File: config.mk
export PLATFORM = sky130hd
export DESIGN_NAME = crbf_sqrt_cell
export DESIGN_NICKNAME = d
export VERILOG_FILES = /design/src/rtl/crbf_pkg.sv /design/src/rtl/crbf_sqrt_cell.sv
export SDC_FILE = /design/constraint.sdc
export NUM_CORES = 1
export LEC_CHECK = 0
export ABC_AREA = 1
export ABC_CLOCK_PERIOD_IN_PS = 6920
export BUFFER_PORTS_ARGS = -buffer_cell sky130_fd_sc_hd__buf_2
export CAP_MARGIN = 20
export CELL_PAD_IN_SITES_DETAIL_PLACEMENT = 0
export CELL_PAD_IN_SITES_GLOBAL_PLACEMENT = 1
export CORE_MARGIN = 2
export CORE_UTILIZATION = 31
export CTS_CLUSTER_SIZE = 12
export DETAILED_ROUTE_END_ITERATION = 10
export PLACE_DENSITY_LB_ADDON = 0.05
export SYNTH_ARGS = -nofsm -noshare
export SYNTH_HDL_FRONTEND = slang
export SYNTH_SLANG_ARGS = --single-unit
File: constraint.sdc
create_clock -name clock -period 6.92 [get_ports clock]
set_input_delay 1.384 -clock clock [delete_from_list [all_inputs] [get_ports clock]]
set_output_delay 1.384 -clock clock [all_outputs]
set_load 0.01 [all_outputs]
File: src/rtl/crbf_pkg.sv
// types and constants shared by the cubic rbf pipeline
`timescale 1ns / 1ps
package crbf_pkg;
   localparam int IN_W   = 16;
   localparam int P_W    = 17;
   localparam int SQ_W   = 34;
   localparam int SUM_W  = 36;
   localparam int ROOT_W = 18;
   localparam int REM_W  = 20;
   localparam int NN_W   = 36;
   localparam int NUM_W  = 38;
   localparam int Q_W    = 21;
   localparam int DREM_W = 19;
   localparam int LANES  = 6;
   localparam int PHI_W  = 35;
   localparam int GRAD_W = 28;
   localparam int HESS_W = 21;

   typedef struct packed {
      logic                    valid;
      logic [SUM_W-1:0]        rad;
      logic [ROOT_W-1:0]       root;
      logic [REM_W-1:0]        rem;
      logic signed [P_W-1:0]   px;
      logic signed [P_W-1:0]   py;
      logic signed [P_W-1:0]   pz;
   } sq_type;

   typedef struct packed {
      logic                           valid;
      logic [ROOT_W-1:0]              n;
      logic [LANES-1:0][DREM_W-1:0]   rem;
      logic [LANES-1:0][Q_W-1:0]      nq;
      logic [LANES-1:0]               neg;
      logic                           zero;
      logic [PHI_W-1:0]               phi;
      logic [GRAD_W-1:0]              gx;
      logic [GRAD_W-1:0]              gy;
      logic [GRAD_W-1:0]              gz;
   } dv_type;
endpackage

File: src/rtl/crbf_sqrt_cell.sv
// one square root cell: resolves one root bit from two radicand bits
`timescale 1ns / 1ps
module crbf_sqrt_cell (
   input  logic             clock,
   input  logic             reset,
   input  logic             adv,
   input  crbf_pkg::sq_type d_in,
   output crbf_pkg::sq_type d_out
);
   import crbf_pkg::*;

   sq_type            q_ff;
   sq_type            q_in;
   logic [REM_W-1:0]  r2;
   logic [REM_W-1:0]  trial;
   logic              ge;

   always_comb begin
      r2    = {d_in.rem[REM_W-3:0], d_in.rad[SUM_W-1:SUM_W-2]};
      trial = {d_in.root, 2'b01};
      ge    = (r2 >= trial);
      q_in      = d_in;
      q_in.rem  = ge ? (r2 - trial) : r2;
      q_in.root = {d_in.root[ROOT_W-2:0], ge};
      q_in.rad  = {d_in.rad[SUM_W-3:0], 2'b00};
   end

   always_ff @(posedge clock) begin
      if (reset) begin
         q_ff.valid <= 1'b0;
      end else if (adv) begin
         q_ff <= q_in;
      end
   end

   assign d_out = q_ff;
endmodule

# == Word level (Yosys, flattened, before mapping) ==
# Index checks and enable logic that the tools add are counted.
# classes
n_addsub,1
muxes,1
n_lt_le_gt_ge,1
n_bitwise,1
reduce_logical,1
# ops
operator,count
greater-or-equal comparator 20 bit,1
2-to-1 mux 20 bit,1
subtractor 20 bit,1
AND reduction 2 bit,1
NOT 1 bit,1
# totals
wordCells,12
reg_bits,124
input_bits,129

# == Depth between registers and ports, before layout ==
# logic_depth
depth_word,2
ltp_mapped,14
mapped_depth_nobuf,13

# == Least setup slack after synthesis ==
# OpenSTA, ideal clock, no wires.
# synth_path
kind,input to register
start,input port adv
end,"register q_ff, in the netlist d_out[0] (enable)"
setup_ps,610
arrival_ps,6598
slack_ps,-288
n_path_buf,0
cell_stages,2
cell_sequence,inv_1 nor2_1
# synth_via
elab_chain_len,1
# synth_rtl
item,line_no,text
from (decl),crbf_sqrt_cell.sv:6,"input logic adv,"
AND reduction 2 bit (no source line),--,
to (signal assigned),crbf_sqrt_cell.sv:32,q_ff <= q_in;
to (decl),crbf_sqrt_cell.sv:12,sq_type q_ff;
# No other way between the ends.
# A chain may end at the register's enable or synchronous reset.

==> flow_metrics.tcl <==
set metrics [dict create \
    syn_inst 458 \
    area_growth_pct 39.96 \
    p_leak_nw 3.544 \
    postCtsHoldBufs 0 \
    worst_slew_pin_slew_ns 0.8515 \
    multi_input_area_sq_mm 0.001361 \
    antenna_found_initial 2 \
    hold_path_depth 2 \
    combPwrFrac_pct 13.1 \
    hold_start "d_out[125]" \
    hold_slack_ns 0.4663 \
    cp-start-kind "input pin" \
    htreeDepth 4 \
    clock_skew_ns 0 \
    finalHoldViolCount 0 \
    ir_drop_v 0.0001716 \
    synth_top_cell_by_area "edfxtp_1" \
    cts_resized 0 \
    first_iter_violations 206 \
    synth_warnings 0 \
    fin_setup_tns_ns 0 \
    start_util_pct 31.35 \
    drive_gt1_share_pct 40.79 \
    r2r-start "d_out[125]" \
    grt_max_degree 66 \
    dieArea_sq_mm 0.01838 \
    regToRegEndpoint "d_out[125]" \
    syn_area_per_cell_sq_um 11.72 \
    ff_latch_area_sq_mm 0.003714 \
    syn_area_sq_mm 0.005366 \
    cp_max_fo 23 \
    fill_cells 1707 \
    grt_pass1_vias 4111 \
    dr.pass1.iters 4 \
    chipHeight_um 135.6 \
    slowest_stage "ha_1" \
    reg2reg_depth 2 \
    min_to "d_out[125]" \
    switching_power_mw 0.5325 \
    maxCapViolCount 0 \
    via_per_inst 4.250 \
    placed_cell_area_sq_mm 0.006873 \
    cts_buffers 17 \
    clkLatencyLatePin_ns 0.41 \
    maxClockFrequency_mhz 345.6 \
    crit_chain "buf_2 > inv_1 > ha_1 > nand2_1 > inv_2 > nand2_2 > nor2_1 > nand2_1 > nand3_2 > nand2_2 > nand2_4 > inv_4 > nand2_1 > nand2_1" \
    synth_top_cell_area_share_pct 68.83 \
    clk_pin_slew_ns 0.06 \
    fin_crit_ns 2.894 \
    pwr-share-seq_pct 42.1 \
    clkSinkCount 124 \
    port_buffers 250 \
    antenna_left 0 \
    path_common_cell "nand2_1" \
    via_count 4093 \
    outcome "finished, final reports clean" \
    critPathMaxStageDelay_ns 0.35 \
    drv_slew 0 \
    drc_errors 0 \
    rsz0062_at_grt "false" \
    gp_congestion 0.7727 \
    core_area_sq_mm 0.01712 \
    std_cell_rows 48 \
    dp_hpwl_um 11060 \
    routed_wl_um 14470 \
    root_buffer "clkbuf_16" \
    largest_register_ffs 124 \
    diodes 0 \
    finalSetupViolCount 0 \
    p_int_mw 1.612 \
    grt-ovfl-total 0 \
    p_per_area_mw_per_mm2 285.6 \
    cts_setup_buffers 0 \
    timing.reg2reg.setup_slack_ns 6.35 \
    fin_area_sq_mm 0.007511 \
    fp.dieW_um 135.6 \
    yosysUniqueCellTypes 30 \
    boundaryPins 255 \
    required_ns 7.09 \
    synth_flop_cell "edfxtp_1" \
    nets 874 \
    path_delay_family "simple AND/OR/NAND/NOR gates" \
    post-route-period-util_pct 41.82 \
    worstPathArrival_ns 3.06 \
    grtUsageTotal_pct 15.64 \
    hold_path_class "reg2reg" \
    synth_edf_count 123 \
    clk_path_buf_depth 2 \
    yosys-top-cells-area "edfxtp_1 69%, nand2_1 9.7%, ha_1 4.7%, inv_1 4.3%, nand3_1 2.6%" \
    grt_pass1_wl_um 21740 \
    synthArstFlopShare_pct 0 \
    swShare_pct 24.83 \
    ys_ff_latch 124 \
    relSlewSlack_pct 43.24 \
    criticalPathCategory "in2reg" \
    pwr-share-clk_pct 44.8 \
    seq_area_frac_synth_pct 69.20 \
    wl_per_cell_um 15.02 \
    end_kind "flip-flop" \
    cp.buffers_inverters 4 \
    cts_tree "yes" \
]
[worst reg2reg max path: stages (launching register included)]
cell,delay (ns)
dfxtp_1,0.32
nand2_1,0.05
a21oi_1,0.13
[cell families (layout without fill, tap and decap cells)]
group,Yosys count,in the layout,synth area share [%]
AOI/OAI and AO/OA,23,23,2.355
xor gates and xnor gates,11,11,1.795
adders and majority gates,20,20,4.663
buffers and inverters,71,350,5.642
DFF,124,124,69.20
other,1,2,0.06988
and+or+nand+nor,208,208,16.27
[per-stage QoR]
step	worst slack [ns]	util, %	std cells	total power [mW]
6_report	4.026	43.88	963	2.145
5_1_grt	3.772	43.88	963	2.246
4_1_cts	3.970	43.88	963	2.177
3_5_place_dp	3.532	40.15	931	1.206
3_3_place_gp	3.554	40.15	931	1.203
2_1_floorplan	1.869	-	459	1.085
[metal layers]
metal | vias up | wire [um] | GRT usage, % | part of all wire [%]
met3 | 17 | 1213 | 6.061 | 8.4
met4 | 4 | 159 | 4.514 | 1.1
met5 | - | 27 | 0 | 0.19
li1 | 2059 | - | - | -
met2 | 145 | 7029 | 26.91 | 49
met1 | 1868 | 6035 | 18.11 | 42
[worst max-delay path by stage]
stage	startpoint	to	slack [ns]	cells after the start
final	d_in[80]	d_out[65]	4.03	14
after global routing	d_in[75]	d_out[65]	3.77	14
after CTS	d_in[74]	d_out[65]	3.97	14
after detailed placement	d_in[76]	d_out[65]	3.53	14
after global placement	d_in[76]	d_out[70]	3.55	14
after floorplan	adv	d_out[0]	1.87	2
[cells in the mapped netlist (2+ instances only)]
cell      count
o21bai_1      2
buf_4         2
xnor2_1       3
nor2_1       21
nor3_1        4
ha_1         20
nor2_2        2
nand2_2       8
inv_2         3
xor2_1        8
edfxtp_1    123
a21oi_1      15
inv_1        62
and2_1        2
buf_6         2
nand2_1     138
o21ai_0       3
nand3_1      28
[cell usage in the layout (no fill, tap or decap), drive strengths merged]
cell      instances
dfxtp             1
o21bai            2
bufinv            4
conb              2
nand3b            1
a21oi            16
xor2              8
edfxtp          123
buf             252
o21ai             4
ha               20
nor2             23
clkinv            2
and3              1
nand4             1
nand3            29
inv              71
clkbuf           18
nand2           147
nor3              4
o21a              1
clkinvlp          3
xnor2             3
and2              2
[area by class of cell]
type | instances | area share [%]
Multi-Input combinational cell | 264 | 18.12
Clock inverter | 14 | 2.782
Inverter | 66 | 3.332
Clock buffer | 18 | 5.714
Tap cell | 225 | 3.748
Sequential cell | 124 | 49.44
Timing Repair Buffer | 252 | 16.86
[power by group through the flow]
stage | registers [mW] | logic (mW) | clock network [mW]
finish | 0.903 | 0.282 | 0.960
global route | 0.908 | 0.320 | 1.02
CTS | 0.904 | 0.288 | 0.985
detailed placement | 0.919 | 0.286 | 0
global placement | 0.918 | 0.285 | 0
floorplan | 0.954 | 0.131 | 0
Note: power is estimated with default switching activity, not from simulation.
