## src/rtl/crbf_pkg.sv

```systemverilog
// types and constants shared by the cubic rbf pipeline
`timescale 1ns / 1ps
package crbf_pkg;
   localparam int IN_W   = 16;
   localparam int P_W    = 17;
   localparam int SQ_W   = 34;
   localparam int SUM_W  = 36;
   localparam int ROOT_W = 18;
   localparam int REM_W  = 20;
   localparam int NN_W   = 36;
   localparam int NUM_W  = 38;
   localparam int Q_W    = 21;
   localparam int DREM_W = 19;
   localparam int LANES  = 6;
   localparam int PHI_W  = 35;
   localparam int GRAD_W = 28;
   localparam int HESS_W = 21;

   typedef struct packed {
      logic                    valid;
      logic [SUM_W-1:0]        rad;
      logic [ROOT_W-1:0]       root;
      logic [REM_W-1:0]        rem;
      logic signed [P_W-1:0]   px;
      logic signed [P_W-1:0]   py;
      logic signed [P_W-1:0]   pz;
   } sq_type;

   typedef struct packed {
      logic                           valid;
      logic [ROOT_W-1:0]              n;
      logic [LANES-1:0][DREM_W-1:0]   rem;
      logic [LANES-1:0][Q_W-1:0]      nq;
      logic [LANES-1:0]               neg;
      logic                           zero;
      logic [PHI_W-1:0]               phi;
      logic [GRAD_W-1:0]              gx;
      logic [GRAD_W-1:0]              gy;
      logic [GRAD_W-1:0]              gz;
   } dv_type;
endpackage

```

## src/rtl/crbf_div_cell.sv

```systemverilog
// one divider cell: one quotient bit for each of the six hessian lanes
`timescale 1ns / 1ps
module crbf_div_cell (
   input  logic             clock,
   input  logic             reset,
   input  logic             adv,
   input  crbf_pkg::dv_type d_in,
   output crbf_pkg::dv_type d_out
);
   import crbf_pkg::*;

   dv_type             q_ff;
   dv_type             q_in;
   logic [DREM_W-1:0]  r2 [LANES];
   logic [LANES-1:0]   ge;

   always_comb begin
      q_in = d_in;
      for (int i = 0; i < LANES; i++) begin
         r2[i] = {d_in.rem[i][DREM_W-2:0], d_in.nq[i][Q_W-1]};
         ge[i] = (r2[i] >= {1'b0, d_in.n});
         q_in.rem[i] = ge[i] ? (r2[i] - {1'b0, d_in.n}) : r2[i];
         q_in.nq[i]  = {d_in.nq[i][Q_W-2:0], ge[i]};
      end
   end

   always_ff @(posedge clock) begin
      if (reset) begin
         q_ff.valid <= 1'b0;
      end else if (adv) begin
         q_ff <= q_in;
      end
   end

   assign d_out = q_ff;
endmodule

```

## config.mk

```make
export PLATFORM = sky130hd
export DESIGN_NAME = crbf_div_cell
export DESIGN_NICKNAME = d
export VERILOG_FILES = /design/src/rtl/crbf_pkg.sv /design/src/rtl/crbf_div_cell.sv
export SDC_FILE = /design/constraint.sdc
export NUM_CORES = 1
export LEC_CHECK = 0
export ABC_AREA = 1
export ABC_CLOCK_PERIOD_IN_PS = 28200
export BUFFER_PORTS_ARGS = -buffer_cell sky130_fd_sc_hd__buf_4
export CORE_AREA = 4 4 300 302
export CTS_CLUSTER_SIZE = 20
export DETAILED_ROUTE_END_ITERATION = 10
export DIE_AREA = 0 0 304 306
export GPL_TIMING_DRIVEN = 0
export SLEW_MARGIN = 10
export SYNTH_ARGS = -nofsm -noshare
export SYNTH_HDL_FRONTEND = slang
export SYNTH_SLANG_ARGS = --single-unit
```

## constraint.sdc

```tcl
create_clock -name clock -period 28.2 [get_ports clock]
set_clock_uncertainty 0.1 [all_clocks]
set_input_delay 2.82 -clock clock [delete_from_list [all_inputs] [get_ports clock]]
set_output_delay 2.82 -clock clock [all_outputs]
set_load 0.03 [all_outputs]
```

== Word-level counts from Yosys, hierarchy flattened ==
Cells that the tools add are included.

* Output and inout port bits: 385
* Register bits: 385
* Word-level logic and storage cells: 40
* Input bits: 388

* Bitwise gates (word level): 1
* $add $sub $neg: 6
* Multiplexer cells: 6
* Order comparisons: 6
* Reductions and logical operators: 1

{| class="wikitable"
|+ Operators with widths
! cell !! count
|-
| 19-bit by 18-bit greater-or-equal comparator with 1-bit output || 6
|-
| 19-bit 2-to-1 mux || 6
|-
| 19-bit by 18-bit subtractor with 19-bit output || 6
|-
| 2-bit AND reduction || 1
|-
| 1-bit inverter || 1
|}

== Depth between registers and ports, before layout ==
Gate-level depths: netlist of the first run.

* Depth in word-level cells: 2
* Gate-level depth with buffers: 14
* Gate-level depth less buffers: 13

== Worst setup path after synthesis of the first run ==
Ideal clock, no wire load.

* Path kind: input to register
* Start: input port adv
* End: register q_ff (netlist bit d_out[0]) (enable)
* Cell stages on the path: 2
* Setup slack: 7.983 ns
* Buffers on the path: 0
* Arrival time: 18.965 ns
* Data required time: 26.949 ns
* Setup time: 1.151 ns
* Path through: inv_1 > nor2_1

* Word-level cells in the longest chain between the ends: 1

{| class="wikitable"
|+ Ends and longest elaborated chain
! what !! RTL line !! text
|-
| start: declaration || crbf_div_cell.sv:6 || <nowiki>input logic adv,</nowiki>
|-
| 2-bit AND reduction (no source line) || -- ||
|-
| end signal: assignment || crbf_div_cell.sv:31 || <nowiki>q_ff <= q_in;</nowiki>
|-
| end: declaration || crbf_div_cell.sv:12 || <nowiki>dv_type q_ff;</nowiki>
|}

Every way passes these cells.
A chain may end at the register's enable or synchronous reset.

==> flow_metrics.tcl, run 1 <==
set metrics [dict create \
    cp_max_fo 12 \
    slew_violations 0 \
    wl_met2_um 56100 \
    dpl-instance-area_mm2 0.0279 \
    tns_ns 0 \
    ys.flop_type "edfxtp_1" \
    syn_avg_cell_area_um2 9.37 \
    rr_worst_depth 2 \
    drt.antenna.violating_nets 0 \
    hold_start "d_out[384]" \
    critPathKind "in2reg" \
    cp.arrival_ns 5.41 \
    cpMostUsedCell "nand2_1" \
    root_buffer "clkbuf_16" \
    end_kind "flip-flop" \
    min_path_type "reg2reg" \
    synth_edf_count 384 \
    nets 3514 \
    rsz0062_at_grt "no" \
    postCtsSetupBuffers 0 \
    placementRows 109 \
    hold_depth 2 \
    synth_area_mm2 0.0204 \
    cts_resized 0 \
    status "finished, final reports clean" \
    hold_viol 0 \
    cts.sinks 385 \
    cts_made_buffers 49 \
    synthAdderAreaFrac_pct 7.20 \
    io_pins 773 \
    area_delta_synth_final_pct 44.4 \
    track_usage_pct 23.0 \
    ir_drop_v 0.0000435 \
    finalSetupViolations 0 \
    core_area_mm2 0.0877 \
    async_flop_share_pct 0 \
    synth_seq_cells 385 \
    grt_pass1_wl_um 148000 \
    design_area_mm2 0.0295 \
    synthCells 2181 \
    die_h_um 306 \
    antenna_found_initial 39 \
    routed_via_density 4.37 \
    drive_gt1_share_pct 30.4 \
    period_share_pct 18.3 \
    routabilityCongestion 0.937 \
    port_buffers 766 \
    max_slew_margin_pct 19.5 \
    syn-num-nets 2683 \
    fmaxAchievable_mhz 194 \
    grt_max_degree 32 \
    critPathRequiredTime_ns 28.45 \
    cp_slowest_cell "inv_1" \
    total_power_mw 1.79 \
    avgRoutedWirePerCell_um 26.4 \
    die_w_um 304 \
    synth_top_family_by_area "simple AND/OR/NAND/NOR gates" \
    worstSkewPairLatency_ns 0.60 \
    postCtsHoldBufs 0 \
    clockBufferDepth 3 \
    drtIter0Drc 1248 \
    via_count 18447 \
    rrSetupSlack_ns 27.54 \
    grt_pass1_vias 18101 \
    maxCapViolations 0 \
    power.leakage_nw 13.7 \
    cts_tree "yes" \
    yosysWarnings 0 \
    drc 0 \
    clk_pin_slew_worst_paths_ns 0.06 \
    start_kind "input port" \
    min_period_ns 5.16 \
    worstMarginPinSlew_ns 1.21 \
    synth_cell_type_count 30 \
    r2r-start "d_out[384]" \
    grt.overflow.total 0 \
    ys_seq_area_share_pct 56.6 \
    htreeDepth 2 \
    synth_compound_area_share_pct 3.05 \
    dr.pass1.iters 6 \
    path_cells "buf_4 > inv_1 > ha_1 > nor2_1 > nand2_1 > nand2_1 > o21ai_0 > nand2_1 > nand2_1 > nand2_1 > nand3_1 > nand2_1" \
    dpl.cell_count 4126 \
    largest_reg_flops 385 \
    synth_xor_area_share_pct 2.06 \
    start_util_pct 23.3 \
    wl_met1_um 41000 \
    powerDensity_mw_per_mm2 60.8 \
    highest_layer "met5" \
    stdcell_count 4223 \
    met3_wirelength_um 10700 \
    dp_hpwl_um 93700 \
    holdPathEnd "d_out[384]" \
    slowest_delay_ns 0.86 \
    wirelength_um 112000 \
    dieArea_mm2 0.0930 \
    synth_mux_area_share_pct 0 \
    synth-simple-area-share_pct 25.6 \
    r2r-end "d_out[384]" \
]
-- cell families (layout without fill, tap and decap cells) --
group | after synthesis | after routing
flip-flops | 385 | 385
adder cells (fa/ha/maj) | 114 | 114
AO/OA/AOI/OAI | 108 | 108
AND/OR/NAND/NOR | 1252 | 1252
XOR/XNOR | 48 | 48
other | 0 | 9
buffers and inverters | 274 | 1142
-- worst max-delay path: cells and delay by family --
kind	cells	cell delay, ns
simple gates	8	0.77
fa+ha+maj	1	0.33
buf+inv	2	0.97
compound gates	1	0.52
-- metal layers --
metal  vias up  GRT usage [%]
li1       8872              -
met1      8741           24.8
met2       642           41.4
met3       146           9.50
met4        46           6.78
met5         -              0
-- metrics by stage --
step / hold WS [ns] / utilization, % / setup WS [ns]
floorplan: 0.479 / - / 7.98
finish: 0.364 / 33.6 / 23.04
global placement: 0.347 / 31.5 / -1.08
detailed placement: 0.357 / 31.8 / 22.30
global route: 0.415 / 33.6 / 22.88
CTS: 0.366 / 33.6 / 22.99
-- placed cells by master (no fill, tap or decap), types with 4 or more instances in the layout --
cell and count:
edfxtp_1 384, fa_1 6, xor2_1 38, inv_6 4, o21ai_0 12, inv_2 11, buf_6 9, clkinv_1 9
clkbuf_1 11, nand3_1 140, a21oi_1 65, or2_0 5, diode_2 9, nor2_1 149, nand3b_1 25, clkbuf_16 49
and2_1 12, nor2_2 7, a21oi_2 14, buf_4 775, xnor2_1 10, buf_12 14, o21bai_1 12, or2_2 12
nand2_1 862, nand3_2 5, ha_1 108, clkinv_2 6, bufinv_16 4, inv_1 242, nor3_1 13, nand4_1 12
o21ai_1 5
-- power by group --
group | leakage [nW] | switching (mW) | internal (mW) | total (mW)
Sequential | 3.60 | 0.0146 | 0.687 | 0.701
Combinational | 9.39 | 0.303 | 0.161 | 0.464
Clock | 0.753 | 0.270 | 0.359 | 0.628
Total | 13.7 | 0.588 | 1.21 | 1.79
-- how the worst max path moves through the flow --
stage / depth (start not counted) / end / slack (ns) / start
finish: 12 / d_out[343] / 23.04 / d_in[367]
global route: 12 / d_out[343] / 22.88 / d_in[367]
CTS: 12 / d_out[343] / 22.99 / d_in[367]
detailed placement: 12 / d_out[343] / 22.30 / d_in[367]
global placement: 3 / d_out[267] / -1.08 / adv
floorplan: 2 / d_out[0] / 7.98 / adv
-- Yosys cell counts, types with 7 or more instances --
library cell  instances  area share [%]
buf_4                 9            0.33
a21oi_2              14            0.60
inv_1               242             4.4
o21ai_0              12            0.29
and2_1               12            0.37
nand2_1             862              16
nand3b_1             25            0.92
ha_1                108             6.6
nor2_2                7            0.21
inv_2                11            0.20
a21oi_1              65             1.6
nor2_1              150             2.8
or2_2                12            0.37
o21bai_1             12            0.44
xor2_1               38             1.6
nor3_1               13            0.32
nand4_1              12            0.37
nand3_1             140             3.4
edfxtp_1            384              56
buf_6                 9            0.50
xnor2_1              10            0.43
-- cell type report --
class	instances	area, µm²
Antenna cell	9	22.5
Buffer	18	169
Clock buffer	60	1270
Clock inverter	28	283
Fill cell	9225	58200
Inverter	256	968
Multi-Input combinational cell	1522	7740
Sequential cell	385	11600
Tap cell	1165	1460
Timing Repair Buffer	780	6030
No activity file was read; power rests on OpenSTA's default activity.
==> inputs of run 2 (changes only) <==
--- a/config.mk
+++ b/config.mk
@@ -6,7 +6,7 @@
 export NUM_CORES = 1
 export LEC_CHECK = 0
 export ABC_AREA = 1
-export ABC_CLOCK_PERIOD_IN_PS = 28200
+export ABC_CLOCK_PERIOD_IN_PS = 4700
 export BUFFER_PORTS_ARGS = -buffer_cell sky130_fd_sc_hd__buf_4
 export CORE_AREA = 4 4 300 302
 export CTS_CLUSTER_SIZE = 20
==> constraint.sdc (replaced) <==
create_clock -name clock -period 4.7 [get_ports clock]
set_clock_uncertainty 0.1 [all_clocks]
set_input_delay 0.47 -clock clock [delete_from_list [all_inputs] [get_ports clock]]
set_output_delay 0.47 -clock clock [all_outputs]
set_load 0.03 [all_outputs]
==> flow_metrics.tcl, run 2 (synthesized netlist as in run 1, its figures left out) <==
set metrics [dict create \
    postCtsSetupBuffers 0 \
    dieArea_mm2 0.0930 \
    cts.sinks 385 \
    layout_common_cells "862 x nand2_1, 775 x buf_4, 384 x edfxtp_1, 330 x dlygate4sd3_1, 241 x inv_1" \
    critPathRequiredTime_ns 4.96 \
    root_buffer "clkbuf_16" \
    max_slew_margin_pct 34.7 \
    drt.antenna.violating_nets 0 \
    design_area_mm2 0.0330 \
    placementRows 109 \
    postCtsHoldBufs 330 \
    die_w_um 304 \
    hold_viol 0 \
    dr.pass1.iters 5 \
    powerDensity_mw_per_mm2 340 \
    port_buffers 766 \
    finalSetupViolations 0 \
    core_area_mm2 0.0877 \
    dpl.cell_count 4128 \
    fmaxAchievable_mhz 315 \
    cts_tree "yes" \
    clk_pin_slew_worst_paths_ns 0.06 \
    drive_gt1_share_pct 27.7 \
    holdWs_ns 0.0538 \
    clockBufferDepth 3 \
    io_pins 773 \
    routed_via_density 4.31 \
    period_share_pct 67.5 \
    power.leakage_nw 15.2 \
    critPathKind "in2reg" \
    min_path_type "in2reg" \
    cp.arrival_ns 3.44 \
    die_h_um 306 \
    grt.overflow.total 0 \
    grt_pass1_wl_um 151000 \
    grt_pass1_vias 19913 \
    antenna_found_initial 32 \
    slew_violations 0 \
    drc 0 \
    layout_commonest_cell "nand2_1" \
    htreeDepth 2 \
    stdcell_count 4571 \
    via_count 19723 \
    largest_reg_flops 385 \
    grt_max_degree 30 \
    routabilityCongestion 0.900 \
    min_period_ns 3.17 \
    worstSkewPairLatency_ns 0.61 \
    cts_made_buffers 52 \
    start_kind "input port" \
    status "finished, final reports clean" \
    dpl-instance-area_mm2 0.0280 \
    dp_hpwl_um 89400 \
    start_util_pct 23.3 \
    ir_drop_v 0.000270 \
    drtIter0Drc 1411 \
    rsz0062_at_grt "no" \
    nets 3849 \
    worstMarginPinSlew_ns 0.978 \
    avgRoutedWirePerCell_um 24.1 \
    track_usage_pct 22.9 \
    area_delta_synth_final_pct 61.6 \
    wirelength_um 110000 \
    fillers 8920 \
    cts_resized 0 \
    end_kind "flip-flop" \
    maxCapViolations 0 \
    cp_max_fo 12 \
]
-- run 2: cell types whose count changed in the layout (fill, tap and decap cells not counted), moves of 2 or more --
cell | before | now
clkbuf_16 | 49 | 52
inv_6 | 4 | 1
dlygate4sd3_1 | 0 | 330
clkinvlp_4 | 2 | 5
buf_16 | 0 | 2
diode_2 | 9 | 20
-- run 2: power by group --
| group | total [mW] | switching (mW) | internal (mW) | leakage [nW] |
|---|---|---|---|---|
| registers | 4.21 | 0.0872 | 4.12 | 3.60 |
| clock network | 3.98 | 1.67 | 2.31 | 0.800 |
| logic | 3.04 | 1.89 | 1.15 | 10.8 |
-- run 2: final timing paths --
path | start | end | slack [ns] | cells past startpoint
worst min-delay path | d_in[360] | d_out[361] | 0.05 | 3
worst min register to register | d_out[384] | d_out[384] | 0.91 | 3
worst max-delay path | d_in[367] | d_out[324] | 1.53 | 13
worst max register to register | d_out[384] | d_out[384] | 3.50 | 3
-- run 2: routing by layer --
| layer | track usage [%] | vias to the layer above | share of wire (%) | wire length [µm] |
|---|---|---|---|---|
| met2 | 36.4 | 728 | 45 | 49500 |
| met5 | 0 | - | 0.11 | 116 |
| met3 | 9.50 | 179 | 9.8 | 10800 |
| met1 | 26.2 | 9243 | 39 | 42500 |
| li1 | - | 9555 | - | - |
| met4 | 13.0 | 18 | 6.6 | 7230 |
-- run 2: area by class of cell --
cell class              count  area (µm²)  area share [%]
diodes                     20        50.0           0.152
multi-input cells        1522        7740            23.5
plain buffers              18         169           0.512
flip-flops and latches    385       11600            35.0
repair buffers           1112        9390            28.4
well taps                1165        1460            4.42
clock inverters            31         333            1.01
clock buffers              62        1340            4.06
inverters                 256         981            2.97
-- run 2: through the flow --
stage | util, % | setup WS, ns | power [mW] | setup TNS (ns)
2_1_floorplan | - | -1.97 | 5.82 | -757.30
3_3_place_gp | 31.5 | -5.31 | 7.07 | -2012.16
3_5_place_dp | 31.9 | 1.48 | 7.07 | 0
4_1_cts | 37.6 | 1.58 | 11.4 | 0
5_1_grt | 37.6 | 1.33 | 11.8 | 0
6_report | 37.6 | 1.53 | 11.2 | 0
-- run 2: critical path: stages --
cell and delay, ns:
dlygate4sd3_1 0.55, buf_4 0.14, inv_1 0.70, ha_1 0.31
nor2_1 0.05, nand2_1 0.07, nand2_1 0.12, o21ai_0 0.56
nand2_1 0.17, nand2_1 0.11, nand2_1 0.06, nand3_1 0.08
nand2_1 0.06
